===== config.mk =====
export PLATFORM = sky130hd
export DESIGN_NAME = rna_stem_helix_finder_unit
export DESIGN_NICKNAME = d
export VERILOG_FILES = /design/src/rtl/rshf_pkg.sv /design/src/rtl/rshf_base_store.sv /design/src/rtl/rshf_cell_unit.sv /design/src/rtl/rna_stem_helix_finder_unit.sv
export SDC_FILE = /design/constraint.sdc
export NUM_CORES = 2
export LEC_CHECK = 0
export ABC_AREA = 0
export BUFFER_PORTS_ARGS = -buffer_cell sky130_fd_sc_hd__clkbuf_2
export CAP_MARGIN = 20
export CORE_UTILIZATION = 65
export CTS_CLUSTER_DIAMETER = 120
export DETAILED_ROUTE_END_ITERATION = 10
export PLACE_DENSITY = 0.81
export SKIP_LAST_GASP = 1
export SYNTH_ARGS = -nofsm -noshare
export SYNTH_HDL_FRONTEND = slang
export SYNTH_HIERARCHICAL = 1
export SYNTH_SLANG_ARGS = --single-unit

===== constraint.sdc =====
create_clock -name clock -period 53.4 [get_ports clock]
set_clock_uncertainty 0.2 [all_clocks]
set_input_delay 10.68 -clock clock [delete_from_list [all_inputs] [get_ports clock]]
set_output_delay 10.68 -clock clock [all_outputs]
set_load 0.02 [all_outputs]

===== src/rtl/rshf_pkg.sv =====
// ----------------------------------------------------------------------------
// rshf_pkg
// Shared types, constants and pairing functions of the RNA stem helix finder.
// ----------------------------------------------------------------------------
package rshf_pkg;

   // Sequence store capacity and derived widths.
   localparam int MAX_LEN = 256;
   localparam int ADDR_W  = $clog2(MAX_LEN);
   localparam int CNT_W   = ADDR_W + 1;
   localparam int RUN_W   = 8;

   // Command codes of a request beat.
   localparam logic [1:0] OP_CLEAR = 2'd0;
   localparam logic [1:0] OP_LOAD  = 2'd1;
   localparam logic [1:0] OP_FETCH = 2'd2;

   // Nucleotide codes; two positions pair when their codes sum to a pair code.
   localparam logic [3:0] CODE_NONE = 4'd0;
   localparam logic [3:0] CODE_A    = 4'd1;
   localparam logic [3:0] CODE_U    = 4'd2;
   localparam logic [3:0] CODE_G    = 4'd4;
   localparam logic [3:0] CODE_C    = 4'd8;
   localparam logic [4:0] PAIR_AU   = 5'd3;
   localparam logic [4:0] PAIR_GU   = 5'd6;
   localparam logic [4:0] PAIR_GC   = 5'd12;

   // Request and response beats.
   typedef struct packed {
      logic [1:0] op;
      logic [7:0] base;
   } req_type;

   typedef struct packed {
      logic       found;
      logic [7:0] outer_left;
      logic [7:0] outer_right;
      logic [7:0] length;
      logic       overflow;
   } rsp_type;

   // Operands of one dot plot cell as seen by the cell unit.
   typedef struct packed {
      logic [CNT_W-1:0] row;
      logic [CNT_W-1:0] col;
      logic [CNT_W-1:0] count;
      logic [3:0]       base_row;
      logic [3:0]       base_col;
      logic [RUN_W-1:0] run_old;
      logic [RUN_W-1:0] run_next;
      logic             prev_pair;
      logic [7:0]       min_length;
   } cell_in_type;

   // Outcome of one dot plot cell.
   typedef struct packed {
      logic             emit;
      logic             pair_now;
      logic [RUN_W-1:0] run_new;
      logic [7:0]       outer_left;
      logic [7:0]       outer_right;
      logic [7:0]       length;
   } cell_out_type;

   // Map an ASCII character to its nucleotide code.
   function automatic logic [3:0] base_code(input logic [7:0] ch);
      logic [3:0] code;
      case (ch)
         8'h41:   code = CODE_A;
         8'h55:   code = CODE_U;
         8'h54:   code = CODE_U;
         8'h47:   code = CODE_G;
         8'h43:   code = CODE_C;
         default: code = CODE_NONE;
      endcase
      return code;
   endfunction

   // True when two nucleotide codes form a Watson-Crick or wobble pair.
   function automatic logic codes_pair(input logic [3:0] a, input logic [3:0] b);
      logic [4:0] sum;
      sum = {1'b0, a} + {1'b0, b};
      return sum inside {PAIR_AU, PAIR_GU, PAIR_GC};
   endfunction

endpackage


===== src/rtl/rshf_base_store.sv =====
// ----------------------------------------------------------------------------
// rshf_base_store
// Sequence memory with fill count and overflow flag; two registered read ports.
// ----------------------------------------------------------------------------
module rshf_base_store import rshf_pkg::*; (
   input  logic              clock,
   input  logic              reset,
   input  logic              clear,
   input  logic              load,
   input  logic [7:0]        load_char,
   input  logic [ADDR_W-1:0] rd_addr_a,
   input  logic [ADDR_W-1:0] rd_addr_b,
   output logic [3:0]        rd_data_a,
   output logic [3:0]        rd_data_b,
   output logic [CNT_W-1:0]  count,
   output logic              overflow
);

   logic [3:0]       mem [MAX_LEN];
   logic [CNT_W-1:0] count_ff, count_in;
   logic             overflow_ff, overflow_in;
   logic             full;
   logic [3:0]       rd_a_ff, rd_b_ff;

   assign full = (count_ff == CNT_W'(MAX_LEN));

   // Fill count and overflow flag.
   always_comb begin
      count_in    = count_ff;
      overflow_in = overflow_ff;
      if (clear) begin
         count_in    = '0;
         overflow_in = 1'b0;
      end else if (load) begin
         if (full) begin
            overflow_in = 1'b1;
         end else begin
            count_in = count_ff + 1'b1;
         end
      end
   end

   always_ff @(posedge clock) begin
      if (reset) begin
         count_ff    <= '0;
         overflow_ff <= 1'b0;
      end else begin
         count_ff    <= count_in;
         overflow_ff <= overflow_in;
      end
   end

   // Memory write of a loaded character and registered reads.
   always_ff @(posedge clock) begin
      if (load && !clear && !full) begin
         mem[count_ff[ADDR_W-1:0]] <= base_code(load_char);
      end
      rd_a_ff <= mem[rd_addr_a];
      rd_b_ff <= mem[rd_addr_b];
   end

   assign rd_data_a = rd_a_ff;
   assign rd_data_b = rd_b_ff;
   assign count     = count_ff;
   assign overflow  = overflow_ff;

endmodule


===== src/rtl/rshf_cell_unit.sv =====
// ----------------------------------------------------------------------------
// rshf_cell_unit
// Evaluates one dot plot cell: pair test, run update and helix end detection.
// ----------------------------------------------------------------------------
module rshf_cell_unit import rshf_pkg::*; (
   input  cell_in_type  cell_in,
   output cell_out_type cell_out
);

   logic [RUN_W-1:0] old_run;
   logic [RUN_W-1:0] next_run;
   logic             first_row;
   logic             last_col;
   logic             above_diag;
   logic             run_continues;
   logic [CNT_W-1:0] col_plus;
   logic [CNT_W-1:0] left_full;
   logic [CNT_W-1:0] right_full;

   // Runs from the previous row; the first row of a scan sees none.
   assign first_row = (cell_in.row == '0);
   assign col_plus  = cell_in.col + 1'b1;
   assign last_col  = (col_plus >= cell_in.count);
   assign old_run   = first_row ? '0 : cell_in.run_old;
   assign next_run  = (first_row || last_col) ? '0 : cell_in.run_next;

   // The run ending one row up continues when the cell to the left pairs.
   assign above_diag    = (cell_in.col > cell_in.row);
   assign run_continues = (cell_in.col > (cell_in.row + 1'b1)) && cell_in.prev_pair;

   assign left_full  = cell_in.row - CNT_W'(old_run);
   assign right_full = cell_in.col + CNT_W'(old_run) - 1'b1;

   always_comb begin
      cell_out.pair_now    = above_diag && codes_pair(cell_in.base_row, cell_in.base_col);
      cell_out.run_new     = cell_out.pair_now ? next_run + 1'b1 : '0;
      cell_out.emit        = (old_run != '0) && (old_run >= cell_in.min_length) &&
                             !run_continues;
      cell_out.outer_left  = left_full[7:0];
      cell_out.outer_right = right_full[7:0];
      cell_out.length      = old_run;
   end

endmodule


===== src/rtl/rna_stem_helix_finder_unit.sv =====
// ----------------------------------------------------------------------------
// rna_stem_helix_finder_unit
// Loads an RNA sequence and reports its maximal stacked helices one by one.
// ----------------------------------------------------------------------------
// A request beat is taken when start is high and busy is low. Clear and load
// commands give no response and leave busy low. A fetch resumes the
// row-by-row scan of the dot plot and raises busy until it has found the
// next helix of at least min_length pairs, or the end of the plot. Each cell
// takes a memory read step, then an evaluation step in the shared cell unit,
// and the end of the plot is found in a final read step; a full scan of an
// n-long sequence visits n * n cells. The response beat is shown on rsp_data
// for one cycle with rsp_strobe high, in the first cycle in which busy is
// low again; found is low on the beat after the last helix. The receiver
// cannot hold a response off. min_length is written on the csr channel,
// which is always ready, and should only change while busy is low. Reset
// empties the sequence, clears the overflow flag, restores min_length to 3
// and abandons any scan.
// ----------------------------------------------------------------------------
module rna_stem_helix_finder_unit import rshf_pkg::*; (
   input  logic       clock,
   input  logic       reset,
   input  logic       start,
   output logic       busy,
   input  req_type    req_data,
   output logic       rsp_strobe,
   output rsp_type    rsp_data,
   input  logic       csr_valid,
   output logic       csr_ready,
   input  logic [7:0] csr_data
);

   typedef enum logic [2:0] {
      ST_IDLE = 3'b001,
      ST_READ = 3'b010,
      ST_EVAL = 3'b100
   } state_type;

   state_type        state_ff, state_in;
   logic [7:0]       min_length_ff;
   logic [CNT_W-1:0] row_ff, row_in;
   logic [CNT_W-1:0] col_ff, col_in;
   logic             started_ff, started_in;
   logic             prev_pair_ff, prev_pair_in;
   logic             rsp_strobe_ff, rsp_strobe_in;
   rsp_type          rsp_ff, rsp_in;

   logic             accept;
   logic             cmd_clear;
   logic             cmd_load;
   logic             cmd_fetch;
   logic [CNT_W-1:0] seq_count;
   logic             overflow;
   logic [3:0]       base_row;
   logic [3:0]       base_col;
   logic [CNT_W-1:0] col_plus;
   logic [RUN_W-1:0] run_mem [MAX_LEN];
   logic [RUN_W-1:0] run_old_ff;
   logic [RUN_W-1:0] run_next_ff;
   logic             run_we;
   cell_in_type      cell_in;
   cell_out_type     cell_out;

   // Request decode.
   assign accept    = start && !busy;
   assign cmd_clear = accept && (req_data.op == OP_CLEAR);
   assign cmd_load  = accept && (req_data.op == OP_LOAD);
   assign cmd_fetch = accept && (req_data.op == OP_FETCH);
   assign busy      = (state_ff != ST_IDLE);
   assign csr_ready = 1'b1;
   assign col_plus  = col_ff + 1'b1;

   // Configuration register.
   always_ff @(posedge clock) begin
      if (reset) begin
         min_length_ff <= 8'd3;
      end else if (csr_valid && csr_ready) begin
         min_length_ff <= csr_data;
      end
   end

   // Sequence memory.
   rshf_base_store u_base_store (
      .clock     (clock),
      .reset     (reset),
      .clear     (cmd_clear),
      .load      (cmd_load),
      .load_char (req_data.base),
      .rd_addr_a (row_ff[ADDR_W-1:0]),
      .rd_addr_b (col_ff[ADDR_W-1:0]),
      .rd_data_a (base_row),
      .rd_data_b (base_col),
      .count     (seq_count),
      .overflow  (overflow)
   );

   // Run lengths per column; every column below the count is rewritten in
   // each row, and the first row ignores what is read.
   assign run_we = (state_ff == ST_EVAL);

   always_ff @(posedge clock) begin
      if (run_we) begin
         run_mem[col_ff[ADDR_W-1:0]] <= cell_out.run_new;
      end
      run_old_ff  <= run_mem[col_ff[ADDR_W-1:0]];
      run_next_ff <= run_mem[col_plus[ADDR_W-1:0]];
   end

   // Shared cell evaluation.
   always_comb begin
      cell_in.row        = row_ff;
      cell_in.col        = col_ff;
      cell_in.count      = seq_count;
      cell_in.base_row   = base_row;
      cell_in.base_col   = base_col;
      cell_in.run_old    = run_old_ff;
      cell_in.run_next   = run_next_ff;
      cell_in.prev_pair  = prev_pair_ff;
      cell_in.min_length = min_length_ff;
   end

   rshf_cell_unit u_cell_unit (
      .cell_in  (cell_in),
      .cell_out (cell_out)
   );

   // Scan sequencer.
   always_comb begin
      state_in      = state_ff;
      row_in        = row_ff;
      col_in        = col_ff;
      started_in    = started_ff;
      prev_pair_in  = prev_pair_ff;
      rsp_strobe_in = 1'b0;
      rsp_in        = rsp_ff;
      case (state_ff)
         ST_IDLE: begin
            if (cmd_clear || cmd_load) begin
               started_in = 1'b0;
            end else if (cmd_fetch) begin
               if (!started_ff) begin
                  row_in       = '0;
                  col_in       = '0;
                  prev_pair_in = 1'b0;
                  started_in   = 1'b1;
               end
               state_in = ST_READ;
            end
         end
         ST_READ: begin
            if (row_ff >= seq_count) begin
               rsp_strobe_in        = 1'b1;
               rsp_in.found         = 1'b0;
               rsp_in.outer_left    = '0;
               rsp_in.outer_right   = '0;
               rsp_in.length        = '0;
               rsp_in.overflow      = overflow;
               state_in             = ST_IDLE;
            end else begin
               state_in = ST_EVAL;
            end
         end
         ST_EVAL: begin
            prev_pair_in = cell_out.pair_now;
            if (col_plus >= seq_count) begin
               col_in = '0;
               row_in = row_ff + 1'b1;
            end else begin
               col_in = col_plus;
            end
            if (cell_out.emit) begin
               rsp_strobe_in      = 1'b1;
               rsp_in.found       = 1'b1;
               rsp_in.outer_left  = cell_out.outer_left;
               rsp_in.outer_right = cell_out.outer_right;
               rsp_in.length      = cell_out.length;
               rsp_in.overflow    = overflow;
               state_in           = ST_IDLE;
            end else begin
               state_in = ST_READ;
            end
         end
         default: begin
            state_in = ST_IDLE;
         end
      endcase
   end

   always_ff @(posedge clock) begin
      if (reset) begin
         state_ff      <= ST_IDLE;
         row_ff        <= '0;
         col_ff        <= '0;
         started_ff    <= 1'b0;
         prev_pair_ff  <= 1'b0;
         rsp_strobe_ff <= 1'b0;
      end else begin
         state_ff      <= state_in;
         row_ff        <= row_in;
         col_ff        <= col_in;
         started_ff    <= started_in;
         prev_pair_ff  <= prev_pair_in;
         rsp_strobe_ff <= rsp_strobe_in;
      end
   end

   // Response beat register.
   always_ff @(posedge clock) begin
      rsp_ff <= rsp_in;
   end

   assign rsp_strobe = rsp_strobe_ff;
   assign rsp_data   = rsp_ff;

   // A response beat only follows a cycle of the scan.
   assert property (@(posedge clock) disable iff (reset)
      rsp_strobe |-> ($past(state_ff) == ST_READ || $past(state_ff) == ST_EVAL))
      else $error("response beat without a scan step");

   // The block is ready again while its response beat is shown.
   assert property (@(posedge clock) disable iff (reset)
      rsp_strobe |-> !busy)
      else $error("busy during a response beat");

   // A done beat carries no helix.
   assert property (@(posedge clock) disable iff (reset)
      (rsp_strobe && !rsp_data.found) |->
         (rsp_data.length == '0 && rsp_data.outer_left == '0 && rsp_data.outer_right == '0))
      else $error("done beat carries helix fields");

   // A reported helix has at least one pair and meets the threshold.
   assert property (@(posedge clock) disable iff (reset)
      (rsp_strobe && rsp_data.found) |->
         (rsp_data.length != '0 && rsp_data.length >= min_length_ff))
      else $error("helix below the length threshold");

endmodule

==> metrics.txt <==
# TYPE chip_impl_metric gauge
chip_impl_metric{name="first_global_vias",unit=""} 89300
chip_impl_metric{name="slew_headroom",unit="%"} 7.96
chip_impl_metric{name="groute.layer.met1.usage",unit="%"} 48.9
chip_impl_metric{name="fmax",unit="MHz"} 67.1
chip_impl_metric{name="die-area",unit="um2"} 232000
chip_impl_metric{name="clock_buffer_depth",unit=""} 4
chip_impl_metric{name="pin_count_of_the_biggest_net_entering_global_routing",unit=""} 257
chip_impl_metric{name="post-place-ws",unit="ns"} 37.62
chip_impl_metric{name="finish.net_count",unit=""} 7834
chip_impl_metric{name="floorplan.die.width",unit="um"} 482
chip_impl_info{name="yosys.area.top_type",value="sky130_fd_sc_hd__edfxtp_1"} 1
chip_impl_metric{name="syn_nets",unit=""} 7878
chip_impl_info{name="end_kind",value="flip-flop"} 1
chip_impl_metric{name="input_output_buffers",unit=""} 49
chip_impl_info{name="grt_busiest_layer",value="met2"} 1
chip_impl_metric{name="worst-r2r-setup-slack",unit="ns"} 45.31
chip_impl_metric{name="synth_async_sr_flop_share",unit="%"} 0
chip_impl_metric{name="globalplace.congestion",unit=""} 0.946
chip_impl_metric{name="period_minus_slack",unit="ns"} 14.90
chip_impl_metric{name="global_route.usage.total",unit="%"} 39.0
chip_impl_metric{name="clk_pin_slew_worst_paths",unit="ns"} 0.06
chip_impl_metric{name="num-fill-cells",unit=""} 12700
chip_impl_metric{name="cts.sink_count",unit=""} 3164
chip_impl_metric{name="drive_above_1_share",unit="%"} 31.5
chip_impl_metric{name="setup_ws",unit="ns"} 38.50
chip_impl_metric{name="swShare",unit="%"} 19.6
chip_impl_info{name="timing.hold.worst.class",value="reg -> reg"} 1
chip_impl_metric{name="mappedNetlistArea",unit="um2"} 150000
chip_impl_metric{name="initial_core_utilization",unit="%"} 65.7
chip_impl_metric{name="finalSetupTns",unit="ns"} 0
chip_impl_info{name="outcome",value="finished clean"} 1
chip_impl_info{name="timing.setup.critical_path_class",value="in -> reg"} 1
chip_impl_metric{name="dr.first_iter.drc_count",unit=""} 14900
chip_impl_metric{name="synth_enable_flop_cells",unit=""} 3098
chip_impl_metric{name="place.detailed.instances",unit=""} 10400
chip_impl_metric{name="overall_power",unit="mW"} 4.94
chip_impl_metric{name="power.internal",unit="mW"} 3.97
chip_impl_metric{name="hold_depth",unit=""} 2
chip_impl_info{name="min-delay-start",value="min_length_ff[1]"} 1
chip_impl_metric{name="groute.layer.met2.usage",unit="%"} 59.8
chip_impl_metric{name="drt_pre_antenna_iters",unit=""} 7
chip_impl_metric{name="antenna_found_initial",unit=""} 15
chip_impl_metric{name="tritoncts.num_buffers",unit=""} 329
chip_impl_info{name="critical_path.reg2reg.startpoint",value="col_ff[0]"} 1
chip_impl_metric{name="yosysTopAreaCellShare",unit="%"} 62.1
chip_impl_metric{name="cts_repair_resize_count",unit=""} 0
chip_impl_metric{name="power.density",unit="nW/um2"} 30.2
chip_impl_metric{name="post-dp-hpwl",unit="mm"} 262
chip_impl_metric{name="syn-mean-instance-area",unit="um2"} 19.3
chip_impl_metric{name="antenna_left",unit=""} 0
chip_impl_metric{name="synthCells",unit=""} 7763
chip_impl_metric{name="finalHoldWorstSlack",unit="ns"} 0.297
chip_impl_metric{name="worstPathRequired",unit="ns"} 53.79
chip_impl_metric{name="worst_ir_drop_vdd",unit="V"} 0.0000379
chip_impl_metric{name="placeableCoreArea",unit="um2"} 228000
chip_impl_metric{name="worstMarginPinSlew",unit="ns"} 1.38
chip_impl_metric{name="grt_remaining_overflow",unit=""} 0
chip_impl_metric{name="p_clk_share",unit="%"} 45.5
chip_impl_metric{name="share_seq_of_total_power",unit="%"} 54.3
chip_impl_metric{name="comb_power_share",unit="%"} 0.2
chip_impl_metric{name="clock_latency",unit="ns"} 0.98
chip_impl_info{name="synth_top_cells_by_area",value="sky130_fd_sc_hd__edfxtp_1 (62%), sky130_fd_sc_hd__mux4_2 (26%), sky130_fd_sc_hd__mux2i_1 (1.8%), sky130_fd_sc_hd__nor2_1 (1.5%), sky130_fd_sc_hd__dfxtp_1 (0.88%)"} 1
chip_impl_metric{name="synth_cell_types",unit=""} 75
chip_impl_metric{name="finalCritPeriodShare",unit="%"} 27.9
chip_impl_info{name="critical_path.startpoint_type",value="input pin"} 1
chip_impl_metric{name="wirelength",unit="mm"} 448
chip_impl_info{name="root_buffer",value="sky130_fd_sc_hd__clkbuf_16"} 1
chip_impl_metric{name="layout-area-overhead-vs-synth",unit="%"} 9.09
chip_impl_metric{name="leakagePower",unit="nW"} 46.5
chip_impl_metric{name="ioPinCount",unit=""} 51
chip_impl_metric{name="final_hold_viol_count",unit=""} 0
chip_impl_metric{name="cts_htree_levels",unit=""} 5
chip_impl_metric{name="final-setup-viol-count",unit=""} 0
chip_impl_metric{name="grt.met3_usage",unit="%"} 11.5
chip_impl_metric{name="crit_arrival",unit="ns"} 15.29
chip_impl_metric{name="row_count",unit=""} 175
chip_impl_metric{name="yosys_synthesis_warning_count",unit=""} 6
chip_impl_metric{name="route.detailed.vias_per_inst",unit=""} 8.16
chip_impl_info{name="cts_tree",value="done"} 1
chip_impl_info{name="synth.top_cells.by_count",value="sky130_fd_sc_hd__edfxtp_1 (3098), sky130_fd_sc_hd__mux4_2 (1702), sky130_fd_sc_hd__nor2_1 (608)"} 1
chip_impl_info{name="synth_ff_type",value="sky130_fd_sc_hd__edfxtp_1"} 1
chip_impl_metric{name="critPathMaxFanout",unit=""} 88
chip_impl_info{name="synth.most_common_cell",value="sky130_fd_sc_hd__edfxtp_1"} 1
chip_impl_info{name="r2r_end",value="run_next_ff[5]"} 1
chip_impl_metric{name="cts_setup_buffers",unit=""} 0
chip_impl_metric{name="instances_no_fill",unit=""} 11000
chip_impl_metric{name="maxCapViolations",unit=""} 0
chip_impl_metric{name="total_switching_power",unit="uW"} 971
chip_impl_metric{name="route.detailed.wl_per_inst",unit="um"} 40.8
chip_impl_metric{name="r2r_depth",unit=""} 11
chip_impl_metric{name="cts_hold_repair.buffers",unit=""} 0
chip_impl_metric{name="grt_first_pass_wirelength",unit="mm"} 640
chip_impl_info{name="rsz_0062_raised_after_global_routing",value="false"} 1
chip_impl_metric{name="die_boundary_height",unit="um"} 482
chip_impl_metric{name="num_vias",unit=""} 89700
chip_impl_metric{name="maxSlewViolCount",unit=""} 0
chip_impl_metric{name="yosys_register_bits",unit=""} 3164
chip_impl_info{name="hold_end",value="min_length_ff[1]"} 1
chip_impl_metric{name="synth.yosys.seq_area_share",unit="%"} 63.0
chip_impl_metric{name="drt_drc_violations_left",unit=""} 0
registers in the layout, indices dropped and copies added, names as in the netlist, 8 cells and up:
register,cells
u_base_store/mem,1024
run_next_ff,8
u_base_store/count,9
rsp_data,26
col_ff,9
run_old_ff,8
min_length_ff,8
row_ff,9
run_mem,2048
placed cells by master, fill, tap and decap left out, types with 30 or more instances in the layout:
master / instances
sky130_fd_sc_hd__a211oi_1: 36
sky130_fd_sc_hd__a22oi_1: 78
sky130_fd_sc_hd__o21ai_0: 42
sky130_fd_sc_hd__edfxtp_1: 3098
sky130_fd_sc_hd__nor3_1: 33
sky130_fd_sc_hd__dfxtp_1: 53
sky130_fd_sc_hd__inv_1: 92
sky130_fd_sc_hd__a21oi_1: 89
sky130_fd_sc_hd__clkinv_2: 63
sky130_fd_sc_hd__clkbuf_1: 59
sky130_fd_sc_hd__clkinv_1: 50
sky130_fd_sc_hd__and3_1: 43
sky130_fd_sc_hd__clkbuf_16: 333
sky130_fd_sc_hd__mux4_2: 1702
sky130_fd_sc_hd__nand2_1: 191
sky130_fd_sc_hd__xnor2_1: 30
sky130_fd_sc_hd__ha_1: 89
sky130_fd_sc_hd__nand3_1: 90
sky130_fd_sc_hd__o221ai_1: 110
sky130_fd_sc_hd__nor2b_1: 49
sky130_fd_sc_hd__clkbuf_2: 49
sky130_fd_sc_hd__buf_4: 132
sky130_fd_sc_hd__a221oi_1: 31
sky130_fd_sc_hd__o22ai_1: 58
sky130_fd_sc_hd__mux2i_1: 267
sky130_fd_sc_hd__nor2_1: 601
per-layer routing:
layer / share of wire, % / wire (um) / vias up
met2: 47 / 211000 / 9027
li1: - / - / 33200
met5: 0.036 / 160 / -
met3: 14 / 63400 / 1888
met4: 8.0 / 35800 / 18
met1: 31 / 138000 / 45600
worst max-delay path, cell delays in order:
cell	delay [ns]
sky130_fd_sc_hd__clkbuf_2	0.08
sky130_fd_sc_hd__or4b_2	0.70
sky130_fd_sc_hd__nor3b_1	0.41
sky130_fd_sc_hd__nand2_1	0.16
sky130_fd_sc_hd__nor2_4	0.45
sky130_fd_sc_hd__buf_4	0.84
sky130_fd_sc_hd__buf_4	0.92
sky130_fd_sc_hd__buf_4	0.85
worst max-delay path by stage:
stage,slack (ns),endpoint,depth (start not counted),from
finish,38.50,u_base_store/mem[134][3],8,req_data[3]
global route,38.33,u_base_store/mem[133][3],8,req_data[3]
CTS,38.59,u_base_store/mem[134][3],8,req_data[3]
detailed placement,37.62,u_base_store/mem[108][3],8,req_data[3]
global placement,37.64,u_base_store/mem[108][3],8,req_data[3]
floorplan,29.04,u_base_store/mem[0][0],3,req_data[3]
power by group through the flow:
stage | logic, mW | clock network, mW | registers, mW
2_1_floorplan | 0.00607 | 0 | 2.74
3_3_place_gp | 0.00985 | 0 | 2.74
3_5_place_dp | 0.0101 | 0 | 2.74
4_1_cts | 0.0101 | 2.25 | 2.68
5_1_grt | 0.0111 | 2.33 | 2.68
6_report | 0.0105 | 2.25 | 2.68
kinds of logic after synthesis:
| kind of cell | count (synthesis) | share of synthesized area, % |
|---|---|---|
| AO/OA/AOI/OAI | 589 | 2.85 |
| XOR/XNOR | 47 | 0.275 |
| adder cells (fa/ha/maj) | 93 | 0.792 |
| buffers and inverters | 702 | 2.11 |
| flip-flops | 3164 | 63.0 |
| multiplexers | 1986 | 27.5 |
| other | 1 | 0.00250 |
| AND/OR/NAND/NOR | 1181 | 3.50 |
stage by stage:
step                util, %  cell area, um2
floorplan                 -          150000
global placement       66.9          153000
detailed placement     66.9          153000
CTS                    71.4          163000
global route           71.6          163000
finish                 71.6          163000
cell type report:
cell class / count / area [um2] / share of cell area [%]
sequential: 3164 / 94400 / 57.8
inverter: 96 / 360 / 0.220
multi-input combinational: 3897 / 52500 / 32.1
clock buffer: 401 / 8680 / 5.31
antenna: 24 / 60.1 / 0.0367
timing repair buffer: 231 / 2080 / 1.27
tap: 3009 / 3760 / 2.30
clock inverter: 173 / 1610 / 0.984
Note: power is estimated with default switching activity, not from simulation.
